### config.mk
export PLATFORM = sky130hd
export DESIGN_NAME = free_list_pool_with_expiry
export DESIGN_NICKNAME = d
export VERILOG_FILES = /design/src/design/flpe_pkg.sv /design/src/design/flpe_ram.sv /design/src/design/free_list_pool_with_expiry.sv
export SDC_FILE = /design/constraint.sdc
export NUM_CORES = 2
export LEC_CHECK = 0
export ABC_AREA = 1
export BUFFER_PORTS_ARGS = -buffer_cell sky130_fd_sc_hd__clkbuf_2
export CAP_MARGIN = 30
export CORE_AREA = 2 2 347 349
export DETAILED_ROUTE_END_ITERATION = 10
export DIE_AREA = 0 0 349 351
export PLACE_DENSITY = 0.7
export REMOVE_ABC_BUFFERS = 1
export SYNTH_ARGS = -nofsm -noshare
export SYNTH_HDL_FRONTEND = slang
export SYNTH_SLANG_ARGS = --single-unit
### constraint.sdc
create_clock -name i_clk -period 4.95 [get_ports i_clk]
set_clock_uncertainty 0.05 [all_clocks]
set_input_delay 0.99 -clock i_clk [delete_from_list [all_inputs] [get_ports i_clk]]
set_output_delay 0.99 -clock i_clk [all_outputs]
set_load 0.05 [all_outputs]
### src/design/flpe_pkg.sv
// package with item types, codes and defaults for the free list pool with expiry
`timescale 1ns / 1ps

package flpe_pkg;

    // default sizes
    localparam int POOL_ENTRIES_DEF = 64;
    localparam int LIFE_BITS_DEF    = 16;

    // fixed field widths of the item ports
    localparam int LIFETIME_W = 16;
    localparam int STATUS_W   = 2;
    localparam int SLOT_W     = 6;
    localparam int COUNT_W    = 7;

    typedef enum logic {
        OP_CREATE = 1'b0,
        OP_TICK   = 1'b1
    } t_opcode;

    typedef enum logic [STATUS_W-1:0] {
        ST_OK   = 2'd0,
        ST_FULL = 2'd1,
        ST_ZERO = 2'd2
    } t_status;

    typedef struct packed {
        t_opcode               opcode;
        logic [LIFETIME_W-1:0] lifetime;
    } t_in_item;

    typedef struct packed {
        t_status            status;
        logic [SLOT_W-1:0]  slot;
        logic [COUNT_W-1:0] freed_count;
        logic [COUNT_W-1:0] free_count;
    } t_out_item;

endpackage

### src/design/flpe_ram.sv
// generic simple dual port ram with registered read
`timescale 1ns / 1ps

module flpe_ram #(
    parameter int WIDTH = 8,
    parameter int DEPTH = 64
) (
    input  logic                     i_clk,
    input  logic                     i_we,
    input  logic [$clog2(DEPTH)-1:0] i_waddr,
    input  logic [WIDTH-1:0]         i_wdata,
    input  logic [$clog2(DEPTH)-1:0] i_raddr,
    output logic [WIDTH-1:0]         o_rdata
);

    logic [WIDTH-1:0] r_mem [DEPTH];

    // write port
    always_ff @(posedge i_clk) begin
        if (i_we) begin
            r_mem[i_waddr] <= i_wdata;
        end
    end

    // registered read port
    always_ff @(posedge i_clk) begin
        o_rdata <= r_mem[i_raddr];
    end

endmodule

### src/design/free_list_pool_with_expiry.sv
// top level of the free list pool with expiry
`timescale 1ns / 1ps

// Pool of POOL_ENTRIES slots on an index-linked free list, with a lifetime
// per slot. A create item pops the head slot and loads its lifetime; it passes
// through S_CREATE before its result, or reports straight from S_IDLE when it
// is rejected (pool full, or zero lifetime). A tick item walks every slot once
// through the lifetime memory's single read port, one slot a cycle, reading
// one slot ahead of the slot it updates; slots that expire are pushed onto the
// head of the free list. After reset a clearing pass loads both memories, with
// busy high. busy is high while an item is at work; each result shows on
// o_result for exactly one cycle with o_strobe high, and the receiver cannot
// stall it.
module free_list_pool_with_expiry
    import flpe_pkg::*;
#(
    parameter int POOL_ENTRIES = POOL_ENTRIES_DEF,
    parameter int LIFE_BITS    = LIFE_BITS_DEF
) (
    input  logic      i_clk,
    input  logic      i_rst_n,
    input  logic      start,
    output logic      busy,
    input  t_in_item  i_item,
    output logic      o_strobe,
    output t_out_item o_result
);

    localparam int IW = (POOL_ENTRIES > 1) ? $clog2(POOL_ENTRIES) : 1;
    localparam int LW = $clog2(POOL_ENTRIES + 1);
    localparam int EW = (LIFE_BITS > LIFETIME_W) ? LIFE_BITS : LIFETIME_W;
    localparam logic [LW-1:0] N_L    = LW'(POOL_ENTRIES);
    localparam logic [LW-1:0] NLAST  = LW'(POOL_ENTRIES - 1);
    localparam logic [EW:0]   LMAX   = (EW + 1)'((64'd1 << LIFE_BITS) - 64'd1);

    typedef enum logic [3:0] {
        S_INIT   = 4'b0001,
        S_IDLE   = 4'b0010,
        S_CREATE = 4'b0100,
        S_TICK   = 4'b1000
    } t_state;

    t_state               r_state, n_state;
    logic [LW-1:0]        r_scan, n_scan;
    logic                 r_pend, n_pend;
    logic [IW-1:0]        r_pidx, n_pidx;
    logic [LW-1:0]        r_head, n_head;
    logic [LW-1:0]        r_total, n_total;
    logic [LW-1:0]        r_freed, n_freed;
    logic [LIFE_BITS-1:0] r_life, n_life;
    logic                 r_strobe, n_strobe;
    t_out_item            r_res, n_res;

    logic                 life_we;
    logic [IW-1:0]        life_waddr;
    logic [LIFE_BITS-1:0] life_wdata;
    logic [LIFE_BITS-1:0] life_rdata;
    logic                 link_we;
    logic [IW-1:0]        link_waddr;
    logic [LW-1:0]        link_wdata;
    logic [LW-1:0]        link_rdata;

    logic                 accept;
    logic                 full;
    logic                 issue;
    logic [EW:0]          life_ext;
    logic [EW:0]          life_sat;

    // fit a count into the result field
    function automatic logic [COUNT_W-1:0] to_count(input logic [LW-1:0] v);
        logic [LW+COUNT_W-1:0] w;
        w = {{COUNT_W{1'b0}}, v};
        return w[COUNT_W-1:0];
    endfunction

    // fit a slot index into the result field
    function automatic logic [SLOT_W-1:0] to_slot(input logic [LW-1:0] v);
        logic [LW+SLOT_W-1:0] w;
        w = {{SLOT_W{1'b0}}, v};
        return w[SLOT_W-1:0];
    endfunction

    // lifetime memory
    flpe_ram #(
        .WIDTH (LIFE_BITS),
        .DEPTH (POOL_ENTRIES)
    ) u_life_ram (
        .i_clk   (i_clk),
        .i_we    (life_we),
        .i_waddr (life_waddr),
        .i_wdata (life_wdata),
        .i_raddr (r_scan[IW-1:0]),
        .o_rdata (life_rdata)
    );

    // free list link memory
    flpe_ram #(
        .WIDTH (LW),
        .DEPTH (POOL_ENTRIES)
    ) u_link_ram (
        .i_clk   (i_clk),
        .i_we    (link_we),
        .i_waddr (link_waddr),
        .i_wdata (link_wdata),
        .i_raddr (r_head[IW-1:0]),
        .o_rdata (link_rdata)
    );

    // handshake and create checks
    assign busy     = (r_state != S_IDLE);
    assign accept   = start && !busy;
    assign full     = (r_total == '0) || (r_head >= N_L);
    assign issue    = (r_scan != N_L);
    assign life_ext = (EW + 1)'(i_item.lifetime);
    assign life_sat = (life_ext > LMAX) ? LMAX : life_ext;

    // sequencer: clearing pass, create, tick walk
    always_comb begin
        n_state    = r_state;
        n_scan     = r_scan;
        n_pend     = 1'b0;
        n_pidx     = r_pidx;
        n_head     = r_head;
        n_total    = r_total;
        n_freed    = r_freed;
        n_life     = r_life;
        n_strobe   = 1'b0;
        n_res      = r_res;
        life_we    = 1'b0;
        life_waddr = r_pidx;
        life_wdata = life_rdata - LIFE_BITS'(1);
        link_we    = 1'b0;
        link_waddr = r_pidx;
        link_wdata = r_head;
        unique case (r_state)
            S_INIT: begin
                life_we    = 1'b1;
                life_waddr = r_scan[IW-1:0];
                life_wdata = '0;
                link_we    = 1'b1;
                link_waddr = r_scan[IW-1:0];
                link_wdata = r_scan + LW'(1);
                if (r_scan == NLAST) begin
                    n_state = S_IDLE;
                    n_scan  = '0;
                end else begin
                    n_scan = r_scan + LW'(1);
                end
            end
            S_IDLE: begin
                if (accept) begin
                    if (i_item.opcode == OP_CREATE) begin
                        n_res.slot        = '0;
                        n_res.freed_count = '0;
                        n_res.free_count  = to_count(r_total);
                        if (full) begin
                            n_res.status = ST_FULL;
                            n_strobe     = 1'b1;
                        end else if (i_item.lifetime == '0) begin
                            n_res.status = ST_ZERO;
                            n_strobe     = 1'b1;
                        end else begin
                            n_life  = life_sat[LIFE_BITS-1:0];
                            n_state = S_CREATE;
                        end
                    end else begin
                        n_state = S_TICK;
                        n_scan  = '0;
                        n_freed = '0;
                    end
                end
            end
            S_CREATE: begin
                // link data for the head slot is back from memory
                life_we           = 1'b1;
                life_waddr        = r_head[IW-1:0];
                life_wdata        = r_life;
                n_head            = link_rdata;
                n_total           = r_total - LW'(1);
                n_res.status      = ST_OK;
                n_res.slot        = to_slot(r_head);
                n_res.freed_count = '0;
                n_res.free_count  = to_count(r_total - LW'(1));
                n_strobe          = 1'b1;
                n_state           = S_IDLE;
            end
            S_TICK: begin
                // read one slot ahead, update the slot read last cycle
                if (issue) begin
                    n_scan = r_scan + LW'(1);
                end
                n_pend = issue;
                n_pidx = r_scan[IW-1:0];
                if (r_pend && (life_rdata != '0)) begin
                    life_we = 1'b1;
                    if (life_rdata == LIFE_BITS'(1)) begin
                        link_we = 1'b1;
                        n_head  = LW'(r_pidx);
                        n_total = r_total + LW'(1);
                        n_freed = r_freed + LW'(1);
                    end
                end
                if (r_pend && !issue) begin
                    n_res.status      = ST_OK;
                    n_res.slot        = '0;
                    n_res.freed_count = to_count(n_freed);
                    n_res.free_count  = to_count(n_total);
                    n_strobe          = 1'b1;
                    n_state           = S_IDLE;
                end
            end
            default: begin
                n_state = S_INIT;
                n_scan  = '0;
            end
        endcase
    end

    // control registers
    always_ff @(posedge i_clk) begin
        if (!i_rst_n) begin
            r_state  <= S_INIT;
            r_scan   <= '0;
            r_pend   <= 1'b0;
            r_head   <= '0;
            r_total  <= N_L;
            r_freed  <= '0;
            r_strobe <= 1'b0;
        end else begin
            r_state  <= n_state;
            r_scan   <= n_scan;
            r_pend   <= n_pend;
            r_head   <= n_head;
            r_total  <= n_total;
            r_freed  <= n_freed;
            r_strobe <= n_strobe;
        end
    end

    // payload registers
    always_ff @(posedge i_clk) begin
        r_pidx <= n_pidx;
        r_life <= n_life;
        r_res  <= n_res;
    end

    assign o_strobe = r_strobe;
    assign o_result = r_res;

    // free count never exceeds the pool size
    a_total_range: assert property (@(posedge i_clk) disable iff (!i_rst_n)
        r_total <= N_L)
        else $error("free count above pool size");

    // an accepted item either starts work or reports in the next cycle
    a_accept_progress: assert property (@(posedge i_clk) disable iff (!i_rst_n)
        accept |=> (busy || o_strobe))
        else $error("accepted item made no progress");

    // a create that got past the checks reports in the next cycle
    a_create_done: assert property (@(posedge i_clk) disable iff (!i_rst_n)
        (r_state == S_CREATE) |=> (o_strobe && (o_result.status == ST_OK)))
        else $error("create did not complete");

    // rejected creates report slot zero (ticks, which report ST_OK, are not checked here)
    a_slot_zero: assert property (@(posedge i_clk) disable iff (!i_rst_n)
        (o_strobe && (o_result.status != ST_OK)) |-> (o_result.slot == '0))
        else $error("nonzero slot on a rejected create");

endmodule
* Word-level counts from Yosys, hierarchy flattened
Memories as Yosys holds them, arrays and structs flattened. A register that Yosys moved wholly into a read port is not among the register bits. Index checks and enable logic that the tools add are counted.
Word-level totals: bits in registers 78, memory bits (writable) 1472, input bits 20, memories kept 2
Operators by class: $add $sub $neg 5, $lt $le $gt $ge 2, eq/ne operators 19, multiplexer cells 46, bitwise logic cells 4, reduce and logical (&&, ||, !) cells 21
Memories:
- u_life_ram.r_mem | words 64, width 16, read ports 1, clocked after memory_dff 1, wr ports 1, line flpe_ram.sv:16 | logic [WIDTH-1:0] r_mem [DEPTH];
- u_link_ram.r_mem | words 64, width 7, read ports 1, clocked after memory_dff 1, wr ports 1, line flpe_ram.sv:16
Operators by type and width (number):
- two-way mux 7 bit | 11
- two-way mux 22 bit | 3
- one-hot mux 22 bit (3 select lines) | 1
- one-hot mux 7 bit (2 select lines) | 3
- one-hot mux 16 bit (2 select lines) | 1
- one-hot mux 7 bit (4 select lines) | 1
- two-way mux 4 bit | 6
- adder 7 x 1 -> 7 bit (second input constant) | 3
- == test 16 x 1 -> 1 bit (second input constant) | 1
- greater-than comparator 16 bit (second input constant) | 1
- logical NOT 16 bit | 1
- inequality test 2 bit (second input constant) | 8
- one-hot mux 4 bit (4 select lines) | 1
- nonzero test 16 bit | 1
- subtractor 16 x 1 -> 16 bit (second input constant) | 1
- AND reduction 5 bit | 3
- two-way mux 1 bit | 12
- one-hot mux 6 bit (2 select lines) | 1
- inequality test 3 bit (second input constant) | 3
- AND reduction 4 bit | 2
- == test 7 x 6 -> 1 bit (second input constant) | 1
- >= comparator 7 bit (second input constant) | 1
- logical NOT 7 bit | 1
- inequality test 7 bit (second input constant) | 1
- 19 further kinds | 29

* Logic depth before layout (Yosys ltp)
word-level depth 6, gate-level depth with buffers 15, mapped depth without buffers 12

* Hierarchy
A second synthesis with hierarchy kept.
Unflattened totals: cell total of the unflattened synthesis 5742, area, all modules 65427.8 um2
Modules (own cells, without submodules):
- flpe_ram (u_life_ram) | instances 1, cells each 3517, area each 42099.1 um2, seq. area each 31069.8 um2
- flpe_ram (u_link_ram) | instances 1, cells each 1590, area each 18545.3 um2, seq. area each 13593.0 um2
- free_list_pool_with_expiry | instances 1, cells each 635, area each 4783.3 um2, seq. area each 2001.9 um2

* Least setup slack after synthesis
Ideal clock, no wire load.
kind register to register, start point reg r_state[2], end point mem u_life_ram.r_mem[0][12] (netlist name) (data pin), library setup time 0.720 ns, arrival time 3.796 ns, required time 4.180 ns, path slack 0.384 ns, stages on the path, launching flop included 8, path buffers 1, cell sequence dfxtp_1 -> nor2_1 -> nand2_2 -> inv_2 -> nor2_8 -> buf_6 -> inv_1 -> o31ai_1
On the way: cells in the longest elaborated chain, start to end 2, elaborated cells between the ends (all ways) 3, those cells by class 2 x eq/ne; 1 x mux
RTL lines:
- from (decl) | line free_list_pool_with_expiry.sv:43 | t_state r_state, n_state;
- from (signal assigned) | line free_list_pool_with_expiry.sv:230 | r_state <= n_state;
- == test 4 x 3 -> 1 bit / == test 4 x 1 -> 1 bit (equally long branches) | line free_list_pool_with_expiry.sv:135 | unique case (r_state)
- one-hot mux 16 bit (2 select lines) (*) | line free_list_pool_with_expiry.sv:135
- net life_wdata[12] | line free_list_pool_with_expiry.sv:56 | logic [LIFE_BITS-1:0] life_wdata;
- to (decl) | line flpe_ram.sv:16
The timed path passes the listed nets; every way through them passes the cells marked *.

* Worst setup path after layout
start point reg r_head[1], end point mem u_life_ram.r_mem[19][9] (netlist name), enable pin
On the way: cells in the longest elaborated chain, start to end 1
RTL lines:
- from (decl) | line free_list_pool_with_expiry.sv:47 | logic [LW-1:0] r_head, n_head;
- from (signal assigned) | line free_list_pool_with_expiry.sv:233 | r_head <= n_head;
- one-hot mux 6 bit (2 select lines) | line free_list_pool_with_expiry.sv:135
Every way passes these cells.

==> results.rst <==
.. list-table::
   :header-rows: 1

   * - Metric
     - Value
   * - Vias per inst
     - 5.93
   * - Layout cell share with drive strength beyond 1
     - a little over 8%
   * - Cell Chain, Critical Path
     - clkinv_2 -> o22ai_1 -> a21oi_1 -> nor2_1 -> nand3_2 -> nor2_1 -> buf_4
   * - Maximum operating frequency
     - approximately 0.25 GHz
   * - Post-place setup slack
     - between 1000 and 1500 ps
   * - Vias in the first global route
     - approximately 40,000
   * - Final max-slew violation count
     - 0
   * - Required time at the endpoint of the critical path
     - between 5000 and 6000 ps
   * - Primary FF master, synth
     - sky130_fd_sc_hd__edfxtp_1
   * - Number of hold violations in the final report
     - 0
   * - Largest net degree at the start of global routing
     - approximately 220
   * - CTS-repair resized insts
     - 0
   * - Synthesized area
     - roughly 0.065 sq mm
   * - Share of the yosys chip area belonging to registers
     - 72.0%
   * - Global-route track usage on met3
     - between 5 and 6%
   * - Busiest grt layer
     - met2
   * - Total negative slack
     - 0 ps
   * - Mean Syn Cell Area
     - between 10 and 15 sq um
   * - Master cell of the clock root buffer
     - sky130_fd_sc_hd__clkbuf_16
   * - Detail-routed net length per standard cell
     - approximately 23 um
   * - Count of placed standard cells in the final layout, fillers left out
     - 7,337
   * - Number of filler cells placed in the layout
     - ~9,100
   * - Max cap viols
     - 0
   * - Number of buffers created by CTS
     - approximately 160
   * - Number of hold-repair buffers added at the cts stage
     - 0
   * - HPWL Detailed
     - about 96 mm
   * - Clock tree from TritonCTS
     - built
   * - Number of nets at the end of the flow
     - 5,699
   * - Standard cell with the maximum stage delay on the critical path
     - sky130_fd_sc_hd__clkinv_2
   * - Global-route wire length before repair
     - between 200 and 250 mm
   * - Final estimated routing congestion in global placement
     - approximately 0.94
   * - Commonest cells in the synthesized netlist
     - sky130_fd_sc_hd__edfxtp_1, sky130_fd_sc_hd__nor2_1, sky130_fd_sc_hd__nand2_1, sky130_fd_sc_hd__nand3_1, sky130_fd_sc_hd__o21ai_0
   * - Layout-stage area growth over the synthesis result
     - 10.4%
   * - Final wirelength
     - 166 mm
   * - Crit end category
     - flop
   * - Largest area contributor in the synthesized netlist
     - sky130_fd_sc_hd__edfxtp_1
   * - Maximum single-stage delay on the critical path
     - 790 ps
   * - Post-CTS setup repair buffer count
     - 0
   * - Flip-flop and latch count after synthesis
     - between 1,500 and 2,000
   * - Post-CTS clock slew at the launch and capture registers of the worst setup and hold paths
     - ~60 ps
   * - Final cycle utilization of the critical path
     - between 80% and 90%
   * - Crit path launch type
     - flop
   * - Power density relative to cell area
     - approximately 430 mW/mm^2
   * - DRC violation count after routing
     - 0
   * - Number of buffer cells added on primary ports
     - 43
   * - Final Cell Area
     - roughly 0.07 sq mm
   * - Cell variety after synth
     - 44
   * - Smallest setup slack after layout
     - ~890 ps
   * - Biggest area contributors in the synthesized netlist
     - sky130_fd_sc_hd__edfxtp_1, sky130_fd_sc_hd__nand3_1, sky130_fd_sc_hd__nor2_1
   * - Data arrival time of the critical path
     - between 4000 and 5000 ps
   * - Fraction of post-synthesis cell area in the top cell type by area
     - between 70% and 80%
   * - Number of enable flip-flop cells after synthesis
     - 1,516
   * - Critical path class
     - flop to flop
   * - Total overflow reported by the global router
     - 0
   * - Die outline width
     - 349 um
   * - Worst slew margin relative to its limit
     - between 20% and 30%
   * - Source-to-sink clock delay at the later pin of the worst-skew pair
     - 790 ps
   * - Iteration count of the initial detailed-routing pass
     - 6
   * - Cell row count
     - ~130
   * - Vert. Die Dim
     - 351 um
   * - Antenna diode count
     - 0
   * - Cell count after placement
     - approximately 7,000
   * - Share of the core filled with cells
     - ~60%
   * - Cell with the most instances after synthesis
     - sky130_fd_sc_hd__edfxtp_1
   * - Total die area
     - 0.122 sq mm
   * - Area taken by flip-flops and latches
     - 0.0467 sq mm
   * - Initial Utilization
     - approximately 54%
   * - Area used by multi-input combinational logic
     - 0.0161 sq mm
   * - Num ports
     - between 40 and 50
   * - Proportion of register bits with asynchronous set or reset after synthesis
     - 0%
   * - Global-route track usage on met2
     - 40.4%
   * - Path type of the worst min-delay path
     - primary input to flop
   * - Gate count after technology mapping
     - ~5,700
   * - Cell repeated most along the worst path
     - sky130_fd_sc_hd__nor2_1
   * - Maximum net fanout on the critical path
     - 51
   * - Total leakage power
     - between 20 and 30 nW
   * - # clock sinks
     - ~1,600
   * - Min Clock Period, post-route
     - a little over 4000 ps
   * - 1st-iter DRT viols
     - 5,818
   * - Unrepaired setup endpoints after global routing
     - no
   * - Post-detailed-route count of antenna-violating nets
     - 0
   * - Antenna violations before repair
     - 1
   * - Number of warnings reported in the yosys synthesis log
     - 0
   * - Post-DP Area
     - 0.0667 sq mm
   * - Aggregate global-route resource usage
     - between 20 and 30%
   * - Worst VDD drop
     - between 0.4 and 0.5 mV
   * - Total via count in the routed design
     - 43,503
   * - Max Buffers Root-to-Sink
     - 3
   * - Worst Tran Pin Value
     - 1170 ps
   * - Max H-tree Level
     - 4
   * - Run status
     - completed
   * - Count of endpoints failing setup in the final report
     - 0
   * - Core area
     - roughly 0.12 sq mm
   * - Met1 track demand over resource
     - about two fifths
metrics by stage:
step                total power, mW  hold slack, ps
CTS                            30.5             289
finish                         30.4             338
global route                   31.4             314
floorplan                      18.2             381
global placement               19.4             401
detailed placement             19.5             398
path summary, 6_finish.rpt:
kind	from	end	slack [ps]	cells past startpoint
max	r_head[1]$_SDFFE_PN0P_	u_life_ram.r_mem[19][9]$_DFFE_PP_	890	7
min reg2reg	u_link_ram.o_rdata[6]$_DFF_P_	r_head[6]$_SDFFE_PN0P_	410	2
min	i_item[13]	r_life[13]$_DFFE_PP_	340	1
max reg2reg	r_head[1]$_SDFFE_PN0P_	u_life_ram.r_mem[19][9]$_DFFE_PP_	890	7
report_power, final:
part           switching, mW  internal (mW)  total, mW
clock                   4.92           6.23       11.1
combinational           2.96          0.952       3.91
sequential             0.142           15.2       15.4
worst max-delay path: cells and delay by family, from the launching register on:
family	cells	cell delay (ps)
buffers and inverters	2	1100
AO/OA/AOI/OAI	2	620
AND/OR/NAND/NOR	3	1320
flip-flops	1	640
flip-flops by register name, indices dropped and copies added, names as in the netlist, 7 cells and up:
register / flops
o_result: 22
r_freed: 7
r_head: 7
r_life: 16
r_scan: 7
r_total: 7
u_life_ram.o_rdata: 16
u_life_ram.r_mem: 1024
u_link_ram.o_rdata: 7
u_link_ram.r_mem: 448
layout make-up:
type | count | share of cell area (%)
tap | 1548 | 2.71
inverter | 144 | 0.789
clock inverter | 74 | 0.801
sequential | 1573 | 65.3
clock buffer | 202 | 5.85
multi-input combinational | 3605 | 22.6
timing repair buffer | 191 | 2.01
kinds of logic after synthesis:
kind of cell    count (synthesis)  synth area share [%]
flops                        1573                  72.0
fa+ha+maj                       8                 0.154
buf+inv                       482                  3.37
xor+xnor                       16                 0.216
compound gates                604                  5.06
simple gates                 2977                  19.2
per-layer routing:
layer  wire [um]  vias up
met5           0        -
met4        4720        0
met3       17500      276
met2       75100     2230
met1       68900    21167
li1            -    19830
cells in the final DEF (no fill, tap or decap), drive strengths merged, types with 59 or more instances in the layout:
| cell | count |
|---|---|
| nand3 | 862 |
| nor2 | 1106 |
| edfxtp | 1516 |
| inv | 149 |
| clkbuf | 245 |
| clkinv | 64 |
| nand2 | 986 |
| o21ai | 488 |
| buf | 148 |
| o211ai | 59 |
No activity file was read; power rests on OpenSTA's default activity.
